===== src/rtl/assert_macros.svh =====
// Assertion macros shared by the conditioner RTL.
// Used by files that assert; no other dependencies.
`ifndef ASSERT_MACROS_SVH
`define ASSERT_MACROS_SVH

// Clocked assertion, disabled while reset is asserted.
`define ASSERT_CLK(label, prop, msg) \
  label: assert property (@(posedge clk_i) disable iff (!rst_ni) prop) \
    else $error(msg);

// Same, checked on every edge including reset.
`define ASSERT_ALWAYS(label, prop, msg) \
  label: assert property (@(posedge clk_i) prop) else $error(msg);

`endif


===== src/rtl/jabc_pkg.sv =====
// Package for the joystick axis and button conditioner.
// Payload structs, item kind codes, register indexes and constants; no dependencies.
`timescale 1ns / 1ps

package jabc_pkg;

  // Default number of calibration table entries.
  localparam int unsigned AXIS_COUNT_DEF = 8;

  // Reset value of the axes-in-use register.
  localparam logic [3:0] AXES_IN_USE_RST = 4'd8;

  // Gain scaling: gains carry seven fraction bits.
  localparam int unsigned GAIN_SHIFT = 7;

  // Saturation limits of a conditioned axis value.
  localparam logic signed [15:0] AXIS_MAX = 16'sh7FFF;
  localparam logic signed [15:0] AXIS_MIN = -16'sh8000;

  // Input item kinds.
  typedef enum logic [1:0] {
    KIND_AXIS   = 2'd0,
    KIND_BUTTON = 2'd1,
    KIND_CAL    = 2'd2
  } kind_e;

  // Result item kinds.
  typedef enum logic {
    OUT_AXIS   = 1'b0,
    OUT_BUTTON = 1'b1
  } out_kind_e;

  // Configuration register indexes.
  typedef enum logic [2:0] {
    REG_CAL_ENABLE  = 3'd0,
    REG_AXES_IN_USE = 3'd1,
    REG_LATCH_MASK  = 3'd2,
    REG_AUTOFIRE    = 3'd3
  } cfg_reg_e;

  // Input item.
  typedef struct packed {
    kind_e              kind;
    logic [2:0]         axis_index;
    logic signed [15:0] axis_value;
    logic [31:0]        button_word;
    logic               cal_active;
    logic signed [15:0] cal_low_dead;
    logic signed [15:0] cal_high_dead;
    logic signed [15:0] cal_low_gain;
    logic signed [15:0] cal_high_gain;
  } in_t;

  // Result item.
  typedef struct packed {
    out_kind_e          out_kind;
    logic [2:0]         out_axis_index;
    logic signed [15:0] out_axis_value;
    logic [31:0]        out_buttons;
  } out_t;

  // Button conditioning controls.
  typedef struct packed {
    logic        enable;
    logic [31:0] latch_mask;
    logic [31:0] autofire_mask;
  } btn_cfg_t;

endpackage


===== src/rtl/jabc_button_cond.sv =====
// Button latch (toggle) and autofire conditioning with its press/latch/phase state.
// Depends on jabc_pkg and assert_macros.svh.
`timescale 1ns / 1ps
`include "assert_macros.svh"

module jabc_button_cond (
  input  logic              clk_i,
  input  logic              rst_ni,
  input  jabc_pkg::btn_cfg_t cfg_i,
  input  logic              fire_i,
  input  logic [31:0]       raw_i,
  output logic [31:0]       word_o
);
  import jabc_pkg::*;

  logic [31:0] last_raw_q, last_raw_d;
  logic [31:0] latched_q, latched_d;
  logic [31:0] phase_q, phase_d;
  logic [31:0] latched_word;
  logic        update;

  assign update = fire_i && cfg_i.enable;

  // Toggle latched buttons when any latched input changed, then autofire.
  always_comb begin
    latched_d = latched_q;
    if (((raw_i ^ last_raw_q) & cfg_i.latch_mask) != '0) begin
      latched_d = latched_q ^ (raw_i & cfg_i.latch_mask);
    end
    latched_word = (raw_i & ~cfg_i.latch_mask) | latched_d;
    phase_d      = (phase_q ^ cfg_i.autofire_mask) & latched_word;
    last_raw_d   = raw_i;
  end

  // Disabled: raw word passes unchanged.
  assign word_o = cfg_i.enable ? ((latched_word & ~cfg_i.autofire_mask) | phase_d) : raw_i;

  // Button state, touched only by an enabled button transfer.
  always_ff @(posedge clk_i or negedge rst_ni) begin
    if (!rst_ni) begin
      last_raw_q <= '0;
      latched_q  <= '0;
      phase_q    <= '0;
    end else if (update) begin
      last_raw_q <= last_raw_d;
      latched_q  <= latched_d;
      phase_q    <= phase_d;
    end
  end

  `ASSERT_CLK(a_state_hold_raw, !update |=> $stable(last_raw_q), "press state moved without update")
  `ASSERT_CLK(a_state_hold_lat, !update |=> $stable(latched_q) && $stable(phase_q), "latch/phase moved without update")
  `ASSERT_CLK(a_latch_in_mask, update |=> ((latched_q ^ $past(latched_q)) & ~$past(cfg_i.latch_mask)) == '0, "latch bit toggled outside latch mask")

endmodule


===== src/rtl/joystick_axis_and_button_conditioner_core.sv =====
// Top level of the joystick axis and button conditioner.
// Depends on jabc_pkg, jabc_button_cond and assert_macros.svh.
`timescale 1ns / 1ps
`include "assert_macros.svh"
//
//  channel  | handshake                | payload
//  ---------+--------------------------+---------------------
//  input    | in_valid_i / in_ready_o  | in_data_i  (in_t)
//  output   | out_valid_o / out_ready_i| out_data_o (out_t)
//  config   | cfg_we_i                 | cfg_idx_i, cfg_data_i
//
//  One item per cycle sustained unless the output stalls; each result passes through
//  calibration table read, bound compare/subtract, gain multiply, shift/saturate.
//  Each stage holds on its own, so a waiting result stalls only the stages behind it.
//  Reset clears the active flags and button state; table bounds and gains are
//  undefined until written. Calibration writes give no result.

module joystick_axis_and_button_conditioner_core #(
  parameter int unsigned AXIS_COUNT = jabc_pkg::AXIS_COUNT_DEF
) (
  input  logic            clk_i,
  input  logic            rst_ni,
  input  logic            in_valid_i,
  output logic            in_ready_o,
  input  jabc_pkg::in_t   in_data_i,
  output logic            out_valid_o,
  input  logic            out_ready_i,
  output jabc_pkg::out_t  out_data_o,
  input  logic            cfg_we_i,
  input  logic [2:0]      cfg_idx_i,
  input  logic [31:0]     cfg_data_i
);
  import jabc_pkg::*;

  localparam int unsigned AW = (AXIS_COUNT > 1) ? $clog2(AXIS_COUNT) : 1;
  localparam int unsigned PW = 33;
  localparam logic [6:0]  AxisCountW = 7'(AXIS_COUNT);

  // Configuration registers.
  logic        cal_en_q;
  logic [3:0]  axes_in_use_q;
  logic [31:0] latch_mask_q;
  logic [31:0] autofire_mask_q;

  always_ff @(posedge clk_i or negedge rst_ni) begin
    if (!rst_ni) begin
      cal_en_q        <= 1'b0;
      axes_in_use_q   <= AXES_IN_USE_RST;
      latch_mask_q    <= '0;
      autofire_mask_q <= '0;
    end else if (cfg_we_i) begin
      unique case (cfg_idx_i)
        REG_CAL_ENABLE:  cal_en_q        <= cfg_data_i[0];
        REG_AXES_IN_USE: axes_in_use_q   <= cfg_data_i[3:0];
        REG_LATCH_MASK:  latch_mask_q    <= cfg_data_i;
        REG_AUTOFIRE:    autofire_mask_q <= cfg_data_i;
        default: ;
      endcase
    end
  end

  // Pipeline occupancy and stall chain.
  logic s1_v_q, s2_v_q, s3_v_q, out_v_q;
  logic out_free, s3_free, s2_free, s1_free;
  logic accept;

  assign out_free   = !out_v_q || out_ready_i;
  assign s3_free    = !s3_v_q || out_free;
  assign s2_free    = !s2_v_q || s3_free;
  assign s1_free    = !s1_v_q || s2_free;
  assign in_ready_o = s1_free;
  assign accept     = in_valid_i && s1_free;

  // Input decode.
  logic [AW-1:0] addr;
  logic          in_range;
  logic          is_axis, is_button, is_cal;
  logic          axis_cal;

  assign addr     = AW'(in_data_i.axis_index);
  assign in_range = {4'b0, in_data_i.axis_index} < AxisCountW;

  always_comb begin
    is_axis   = 1'b0;
    is_button = 1'b0;
    is_cal    = 1'b0;
    unique case (in_data_i.kind)
      KIND_AXIS:   is_axis   = 1'b1;
      KIND_BUTTON: is_button = 1'b1;
      KIND_CAL:    is_cal    = 1'b1;
      default: ;
    endcase
  end

  // Active flags, cleared at reset.
  logic [AXIS_COUNT-1:0] active_q;

  always_ff @(posedge clk_i or negedge rst_ni) begin
    if (!rst_ni) begin
      active_q <= '0;
    end else if (accept && is_cal && in_range) begin
      active_q[addr] <= in_data_i.cal_active;
    end
  end

  assign axis_cal = cal_en_q && ({1'b0, in_data_i.axis_index} < axes_in_use_q)
                    && in_range && active_q[addr];

  // Calibration table: {high gain, low gain, high bound, low bound}.
  logic [63:0] cal_mem [AXIS_COUNT];
  logic [63:0] rd_q;

  always_ff @(posedge clk_i) begin
    if (accept && is_cal && in_range) begin
      cal_mem[addr] <= {in_data_i.cal_high_gain, in_data_i.cal_low_gain,
                        in_data_i.cal_high_dead, in_data_i.cal_low_dead};
    end
  end

  always_ff @(posedge clk_i) begin
    if (accept && in_range) begin
      rd_q <= cal_mem[addr];
    end
  end

  // Button conditioning at transfer time.
  btn_cfg_t    btn_cfg;
  logic [31:0] btn_word;

  assign btn_cfg = '{enable: cal_en_q, latch_mask: latch_mask_q,
                     autofire_mask: autofire_mask_q};

  jabc_button_cond u_btn (
    .clk_i  (clk_i),
    .rst_ni (rst_ni),
    .cfg_i  (btn_cfg),
    .fire_i (accept && is_button),
    .raw_i  (in_data_i.button_word),
    .word_o (btn_word)
  );

  // Stage 1: item with its table entry.
  out_t s1_res_d, s1_res_q;
  logic s1_cal_q;

  always_comb begin
    s1_res_d = '0;
    if (is_button) begin
      s1_res_d.out_kind    = OUT_BUTTON;
      s1_res_d.out_buttons = btn_word;
    end else begin
      s1_res_d.out_kind       = OUT_AXIS;
      s1_res_d.out_axis_index = in_data_i.axis_index;
      s1_res_d.out_axis_value = in_data_i.axis_value;
    end
  end

  always_ff @(posedge clk_i or negedge rst_ni) begin
    if (!rst_ni) begin
      s1_v_q <= 1'b0;
    end else if (s1_free) begin
      s1_v_q <= accept && (is_axis || is_button);
    end
  end

  always_ff @(posedge clk_i) begin
    if (s1_free) begin
      s1_res_q <= s1_res_d;
      s1_cal_q <= is_axis && axis_cal;
    end
  end

  // Stage 2: dead-zone compare and distance past the nearer bound.
  logic signed [15:0] x, lo, hi, glo, ghi;
  logic               below, above;
  logic signed [16:0] diff_d, diff_q;
  logic signed [15:0] gain_d, gain_q;
  out_t               s2_res_d, s2_res_q;
  logic               s2_scale_q;

  always_comb begin
    x        = s1_res_q.out_axis_value;
    lo       = rd_q[15:0];
    hi       = rd_q[31:16];
    glo      = rd_q[47:32];
    ghi      = rd_q[63:48];
    below    = x < lo;
    above    = x > hi;
    diff_d   = below ? (17'(x) - 17'(lo)) : (17'(x) - 17'(hi));
    gain_d   = below ? glo : ghi;
    s2_res_d = s1_res_q;
    if (s1_cal_q && !below && !above) begin
      s2_res_d.out_axis_value = '0;
    end
  end

  always_ff @(posedge clk_i or negedge rst_ni) begin
    if (!rst_ni) begin
      s2_v_q <= 1'b0;
    end else if (s2_free) begin
      s2_v_q <= s1_v_q;
    end
  end

  always_ff @(posedge clk_i) begin
    if (s2_free) begin
      s2_res_q   <= s2_res_d;
      s2_scale_q <= s1_cal_q && (below || above);
      diff_q     <= diff_d;
      gain_q     <= gain_d;
    end
  end

  // Stage 3: gain multiply at full width.
  logic signed [PW-1:0] prod_d, prod_q;
  out_t                 s3_res_q;
  logic                 s3_scale_q;

  assign prod_d = PW'(diff_q) * PW'(gain_q);

  always_ff @(posedge clk_i or negedge rst_ni) begin
    if (!rst_ni) begin
      s3_v_q <= 1'b0;
    end else if (s3_free) begin
      s3_v_q <= s2_v_q;
    end
  end

  always_ff @(posedge clk_i) begin
    if (s3_free) begin
      s3_res_q   <= s2_res_q;
      s3_scale_q <= s2_scale_q;
      prod_q     <= prod_d;
    end
  end

  // Output stage: floor shift and saturate.
  logic signed [PW-1:0] scaled;
  out_t                 out_res_d, out_res_q;

  always_comb begin
    scaled    = prod_q >>> GAIN_SHIFT;
    out_res_d = s3_res_q;
    if (s3_scale_q) begin
      if (scaled > PW'(AXIS_MAX)) begin
        out_res_d.out_axis_value = AXIS_MAX;
      end else if (scaled < PW'(AXIS_MIN)) begin
        out_res_d.out_axis_value = AXIS_MIN;
      end else begin
        out_res_d.out_axis_value = scaled[15:0];
      end
    end
  end

  always_ff @(posedge clk_i or negedge rst_ni) begin
    if (!rst_ni) begin
      out_v_q <= 1'b0;
    end else if (out_free) begin
      out_v_q <= s3_v_q;
    end
  end

  always_ff @(posedge clk_i) begin
    if (out_free) begin
      out_res_q <= out_res_d;
    end
  end

  assign out_valid_o = out_v_q;
  assign out_data_o  = out_res_q;

  `ASSERT_CLK(a_btn_fields, out_v_q && (out_res_q.out_kind == OUT_BUTTON) |-> out_res_q.out_axis_index == '0 && out_res_q.out_axis_value == '0, "button result carries axis fields")
  `ASSERT_CLK(a_axis_fields, out_v_q && (out_res_q.out_kind == OUT_AXIS) |-> out_res_q.out_buttons == '0, "axis result carries button bits")
  `ASSERT_CLK(a_scale_axis, s3_v_q && s3_scale_q |-> s3_res_q.out_kind == OUT_AXIS, "scaling flagged on a button item")
  `ASSERT_CLK(a_cal_no_result, accept && is_cal |=> !s1_v_q, "calibration write produced a result")

endmodule

===== config.mk =====
export PLATFORM = sky130hd
export DESIGN_NAME = joystick_axis_and_button_conditioner_core
export DESIGN_NICKNAME = d
export VERILOG_FILES = /design/src/rtl/jabc_pkg.sv /design/src/rtl/jabc_button_cond.sv /design/src/rtl/joystick_axis_and_button_conditioner_core.sv
export VERILOG_INCLUDE_DIRS = /design/src /design/src/rtl
export SDC_FILE = /design/constraint.sdc
export NUM_CORES = 2
export LEC_CHECK = 0
export BUFFER_PORTS_ARGS = -buffer_cell sky130_fd_sc_hd__buf_4
export CAP_MARGIN = 10
export CORE_UTILIZATION = 30
export CTS_BUF_LIST = sky130_fd_sc_hd__clkbuf_2 sky130_fd_sc_hd__clkbuf_4 sky130_fd_sc_hd__clkbuf_8
export DETAILED_ROUTE_END_ITERATION = 8
export GPL_ROUTABILITY_DRIVEN = 0
export GPL_TIMING_DRIVEN = 0
export HOLD_SLACK_MARGIN = 0.1
export PLACE_DENSITY = 0.46
export SKIP_CTS_REPAIR_TIMING = 1
export SLEW_MARGIN = 20
export SYNTH_ARGS = -nofsm -noshare
export SYNTH_HDL_FRONTEND = slang
export SYNTH_SLANG_ARGS = --single-unit

===== constraint.sdc =====
create_clock -name clk_i -period 12.6 [get_ports clk_i]
set_clock_uncertainty 0.1 [all_clocks]
set_input_delay 0.63 -clock clk_i [delete_from_list [all_inputs] [get_ports clk_i]]
set_output_delay 0.63 -clock clk_i [all_outputs]
set_load 0.02 [all_outputs]

# After elaboration in Yosys (flattened, before gate mapping)
# Memory sizes are Yosys's and may differ from the RTL's. A register that Yosys moved wholly into a read port is not among the register bits.
# Cells that the tools add are included.
classes:
  n_addsub: 2
  n_eq_ne: 5
  n_reduce_logical: 31
  mul: 1
  n_mux: 18
  order_cmp: 7
  n_bitwise: 12
ops:
  columns: ["cell", "n"]
  rows:
  - ["bitwise AND 32 bit", 5]
  - ["XOR 32 bit", 3]
  - ["2-to-1 mux 16 bit", 4]
  - ["2-to-1 mux 32 bit", 2]
  - ["inverter 32 bit", 2]
  - ["OR 32 bit", 2]
  - ["subtractor 16 x 16 -> 17 bit", 2]
  - ["multiplier 17 x 16 -> 33 bit", 1]
  - ["nonzero test 32 bit", 1]
  - ["> comparator 26 x 16 -> 1 bit, second input constant", 1]
  - ["less-than comparator 26 x 16 -> 1 bit, second input constant", 1]
  - ["2-to-1 mux 17 bit", 1]
  - ["> comparator 16 bit", 1]
  - ["less-than comparator 16 bit", 1]
  - ["logical AND 1 bit", 12]
  - ["bitwise mux 8 bit", 1]
  - ["2-to-1 mux 1 bit", 8]
  - ["AND reduction 2 bit", 4]
  - ["equality test 3 x 2 -> 1 bit, second input constant", 2]
  - ["zero test 1 bit", 6]
  - ["logical OR 1 bit", 6]
  - ["less-than comparator 3 x 4 -> 1 bit", 1]
  - ["less-than comparator 3 x 4 -> 1 bit, second input constant", 1]
  - ["binary-select mux 1 bit (select 3 bit)", 1]
  - ["other kinds (7)", 7]
word_totals:
  word_cells: 111
  output_inout_bits: 54
  in_bits: 158
  register_bits: 454
  ramBits: 512
  mem_count: 1
memory_table:
  columns: ["memory", "words", "width", "read_ports", "rd_ports_with_merged_regs", "write_ports", "line", "rtl"]
  rows:
  - ["cal_mem", 8, 64, 1, 1, 1, "joystick_axis_and_button_conditioner_core.sv:110", "logic [63:0] cal_mem [AXIS_COUNT];"]

# Longest topological paths before layout
logic_depth:
  depth_word: 9
  depth_mapped: 24
  ltp_nobuf: 23

# Cells and area by module
# Synthesis repeated with hierarchy kept, for this count alone.
unflattened:
  cells_unflattened: 3558
  area_unflattened_um2: 51988.6
modules_own_cells:
  columns: ["mod", "cells_each", "area_per_inst_um2", "n_inst", "seq_area_each_um2"]
  rows:
  - ["joystick_axis_and_button_conditioner_core", 2760, 44936.8, 1, 27432.6]
  - ["jabc_button_cond", 798, 7051.8, 1, 2402.3]

# Worst setup path after synthesis
# No wires, ideal clock.
synth_timing:
  kind: "input to register"
  startpoint: "input port out_ready_i"
  endpoint: "register active_q[1]"
  path_stages: 6
  setup_slack_ps: 2267
  n_path_buf: 0
  arrival_time_ps: 10146
  required_time_ps: 12413
  setup_ps: 87
  cell_sequence: "nor2b_1 > nand4_1 > and2_0 > nand4b_1 > nor3_1 > mux2_2"
synth_via:
  elab_chain_cells: 6
synth_rtl:
  columns: ["item", "line", "rtl"]
  rows:
  - ["from (decl)", "joystick_axis_and_button_conditioner_core.sv:27", "input logic out_ready_i,"]
  - ["logical OR 1 bit", "joystick_axis_and_button_conditioner_core.sv:67", "assign out_free = !out_v_q || out_ready_i;"]
  - ["logical OR 1 bit", "joystick_axis_and_button_conditioner_core.sv:68", "assign s3_free = !s3_v_q || out_free;"]
  - ["logical OR 1 bit", "joystick_axis_and_button_conditioner_core.sv:69", "assign s2_free = !s2_v_q || s3_free;"]
  - ["logical OR 1 bit", "joystick_axis_and_button_conditioner_core.sv:70", "assign s1_free = !s1_v_q || s2_free;"]
  - ["net in_ready_o", "joystick_axis_and_button_conditioner_core.sv:24", "output logic in_ready_o,"]
  - ["logical AND 1 bit", "joystick_axis_and_button_conditioner_core.sv:72", "assign accept = in_valid_i && s1_free;"]
  - ["net accept", "joystick_axis_and_button_conditioner_core.sv:65", "logic accept;"]
  - ["logical AND 1 bit", "joystick_axis_and_button_conditioner_core.sv:101", "end else if (accept && is_cal && in_range) begin"]
  - ["to (signal, indexed assignment)", "joystick_axis_and_button_conditioner_core.sv:102", "active_q[addr] <= in_data_i.cal_active;"]
  - ["to (decl)", "joystick_axis_and_button_conditioner_core.sv:96", "logic [AXIS_COUNT-1:0] active_q;"]
# The timed path passes the listed nets, and every way through them passes these cells.
# A chain may end at the register's enable or synchronous reset.

# Worst setup path after layout
layout_timing:
  startpoint: "register gain_q[9]"
  endpoint: "register prod_q[32] (data pin)"
layout_via:
  elab_chain_cells: 1
layout_rtl:
  columns: ["item", "line", "rtl"]
  rows:
  - ["from (decl)", "joystick_axis_and_button_conditioner_core.sv:177", "logic signed [15:0] gain_d, gain_q;"]
  - ["from (signal assigned)", "joystick_axis_and_button_conditioner_core.sv:210", "gain_q <= gain_d;"]
  - ["multiplier 17 x 16 -> 33 bit", "joystick_axis_and_button_conditioner_core.sv:219", "assign prod_d = PW'(diff_q) * PW'(gain_q);"]
  - ["net prod_d[32]", "joystick_axis_and_button_conditioner_core.sv:215", "logic signed [PW-1:0] prod_d, prod_q;"]
  - ["to (signal assigned)", "joystick_axis_and_button_conditioner_core.sv:233", "prod_q <= prod_d;"]
  - ["to (decl)", "joystick_axis_and_button_conditioner_core.sv:215", null]
# The timed path passes the listed nets, and every way through them passes these cells.

==> metrics.md <==
| Metric | Value |
|---|---|
| Status | completed |
| Critical path arrival | slightly above 8 ns |
| Die W | about 410 um |
| Fin crit period | roughly 7.6 ns |
| Synth warnings | 0 |
| Core area | around 170000 um^2 |
| TritonCTS clock tree | done |
| Cells after DPL | 5823 |
| Post-Synthesis Cells | around 3400 |
| CTS buffer count | 177 |
| Max frequency | ~130 MHz |
| Die area | about 170000 um^2 |
| Critical Path End Type | flip-flop |
| Area grow syn2layout | 21.1% |
| Sink Count | around 1000 |
| RSZ-0062 raised after global routing | no |
| Worst path slowest cell | clkbuf_1 |
| DR vias/cell | ~4.6 |
| MaxCap Viol Count | 0 |
| Nets | around 4500 |
| Detail Route Antenna Nets | 0 |
| Relative slew slack | 0.240 |
| Bufs on Longest Clock Path | 3 |
| Met1 usage | 0.228 |
| GR Layer Usage met3 | 0.0445 |
| Starting density of the core | 0.304 |
| Setup crit start kind | flip-flop |
| Crit path cell chain | clkbuf_1, clkbuf_1, nand2_1, fa_1, inv_1, fa_1, inv_1, fa_1, inv_1, fa_1, fa_1, inv_1, fa_1, inv_1, ha_1, nand3_1, o221ai_1, o21ai_0, nand3_2, o41a_4, a31oi_4, nand2_1, a221o_1, xnor2_1 |
| Clock-pin slew on the worst setup and hold paths | around 0.060 ns |
| Post-place setup slack | 5.03 ns |
| GRT busiest layer | met2 |
| Total GRT Usage | 0.164 |
| Cells taking the most area after synthesis | edfxtp_1 (51%), fa_1 (11%), dfrtp_1 (8.8%) |
| Layout cells sized above 1 | 0.216 |
| Worst path required time | 13.15 ns |
| Critical path's largest stage delay | 0.60 ns |
| Pin count of the biggest net entering global routing | 79 |
| Clock Latency Late Sink | slightly above 0.9 ns |
| Rows | 149 |
| Register area share after synthesis | 0.594 |
| Crit Path Category | reg -> reg |
| Synth Flop Type | edfxtp_1 |
| Post-Synthesis Net Count | between 3000 and 4000 |
| First-pass GRT wire length | between 200000 and 250000 um |
| Largest delay share family, worst path | adder cells |
| Tightest Pin Transition | ~1.1 ns |
| Initial antenna violation count | 21 |
| Io pins | ~210 |
| Initial DRC count | between 1500 and 2000 |
| Post-synth EDFFs | between 800 and 900 |
| Final core occ | 0.368 |
| Buffer and inverter count on the worst path | 7 |
| Drt wl/cell | between 20 and 25 um |
| Cell Area, Synth | 50300 um^2 |
| Mapped Avg Cell Area | roughly 15 um^2 |
| Slew Viols, Final | 0 |
| Drt pass-1 iters | 5 |
| Hold/Removal Path Class | in -> reg |
| Die H | a little over 400 um |
| H-Tree Depth | 4 |
| Vias | between 20000 and 30000 |
| Post-detail-place hpwl | around 100000 um |
| Final cell count without fillers | 6309 |
| Slack of the critical path | 4.97 ns |
| Yosys top cell by area | edfxtp_1 |
| Total Wirelength | around 140000 um |
| Vias in the first global route | between 20000 and 30000 |
| Met2 Usage GRT | 0.249 |
| Max FO, Critical Path | 10 |
| Synth unique cells | around 70 |
| Global route overflow | 0 |
| Hold slack final | roughly 0.22 ns |
| DRC | 0 |
| Crit-path most repeated cell | fa_1 |
| Post-synth ARST share | 0.173 |
| Final Setup Violations | 0 |
| FF+latch count, synth | about 1000 |
| Yosys top cell area share | 0.505 |
| Port Buffers | 210 |
| Root Buffer | clkbuf_8 |
| Endpoints failing hold | 0 |
| Fin crit share | 0.605 |
final cells by class:
| class | instances | area, um^2 |
|---|---|---|
| fill | 15900 | 105000 |
| sequential | 1023 | 29800 |
| multi-input combinational | 1876 | 18700 |
| timing repair buffer | 428 | 4210 |
| clock buffer | 248 | 3000 |
| tap | 2189 | 2740 |
| inverter | 343 | 1290 |
| clock inverter | 71 | 524 |
| buffer | 122 | 490 |
| antenna | 9 | 22.5 |
registers in the layout (all words and copies together), names as in the netlist, 17 cells and up:
register / count
autofire_mask_q: 32
cal_mem: 512
diff_q: 17
latch_mask_q: 32
out_data_o: 52
out_res_d: 36
prod_q: 26
rd_q: 64
s1_res_q: 36
s2_res_q: 52
u_btn.last_raw_q: 32
u_btn.latched_q: 32
u_btn.phase_q: 32
path summary, 6_finish.rpt:
| kind | from | endpoint | slack [ns] | depth (start not counted) |
|---|---|---|---|---|
| worst min register to register | out_res_d[14] | out_data_o[14] | 0.29 | 0 |
| worst max-delay path | gain_q[9] | prod_q[32] | 4.97 | 24 |
| worst max register to register | gain_q[9] | prod_q[32] | 4.97 | 24 |
| worst min-delay path | in_data_i[98] | x[1] | 0.22 | 2 |
| min in group asynchronous | rst_ni | u_btn.last_raw_q[25] | 0.72 | 3 |
| max in group asynchronous | rst_ni | u_btn.last_raw_q[26] | 10.24 | 4 |
metrics by stage:
step / area (um^2) / setup TNS [ns]
6_report: 60800 / 0
5_1_grt: 60800 / 0
4_1_cts: 59200 / 0
3_5_place_dp: 55700 / 0
3_3_place_gp: 54600 / -1852.60
2_1_floorplan: 50300 / 0
logic make-up (layout without fill, tap and decap cells):
kind of cell | Yosys count | after routing | share of synthesized area
fa+ha+maj | 393 | 393 | 0.139
compound gates | 229 | 229 | 0.0314
flops | 1023 | 1023 | 0.594
xor+xnor | 118 | 118 | 0.0206
other cells | 0 | 9 | 0
simple gates | 785 | 785 | 0.0737
mux | 351 | 351 | 0.106
buf+inv | 465 | 1212 | 0.0353
layout by cell type, fill, tap and decap left out, types with 49 or more instances in the layout:
cell,netlist,routed
clkbuf_1,97,95
nand3_1,50,49
ha_1,116,116
mux2_2,157,157
buf_4,4,233
fa_1,277,277
mux4_2,130,130
xnor2_1,74,74
clkbuf_4,0,66
inv_1,343,342
dfrtp_1,176,176
a21oi_1,67,67
and2_1,149,149
mux2i_1,64,64
nor2_1,186,180
clkbuf_8,0,182
edfxtp_1,846,846
dlygate4sd3_1,0,158
nand2_1,294,293
synthesized netlist by cell type, types with 29 or more instances:
cell type	count
a21oi_1	67
and2_1	149
clkbuf_1	97
dfrtp_1	176
edfxtp_1	846
fa_1	277
ha_1	116
inv_1	343
mux2_2	157
mux2i_1	64
mux4_2	130
nand2_1	294
nand3_1	50
nor2_1	186
o21ai_0	29
xnor2_1	74
xor2_1	44
layer usage:
metal | wire, um | share of wire | up-vias
li1 | - | - | 13200
met4 | 3010 | 0.022 | 14
met3 | 7670 | 0.056 | 187
met1 | 65100 | 0.47 | 14800
met2 | 62300 | 0.45 | 685
met5 | 90 | 0.00065 | -
Power is not shown: default switching activity piles up to over one toggle a cycle in this logic, so the estimate is an artifact.
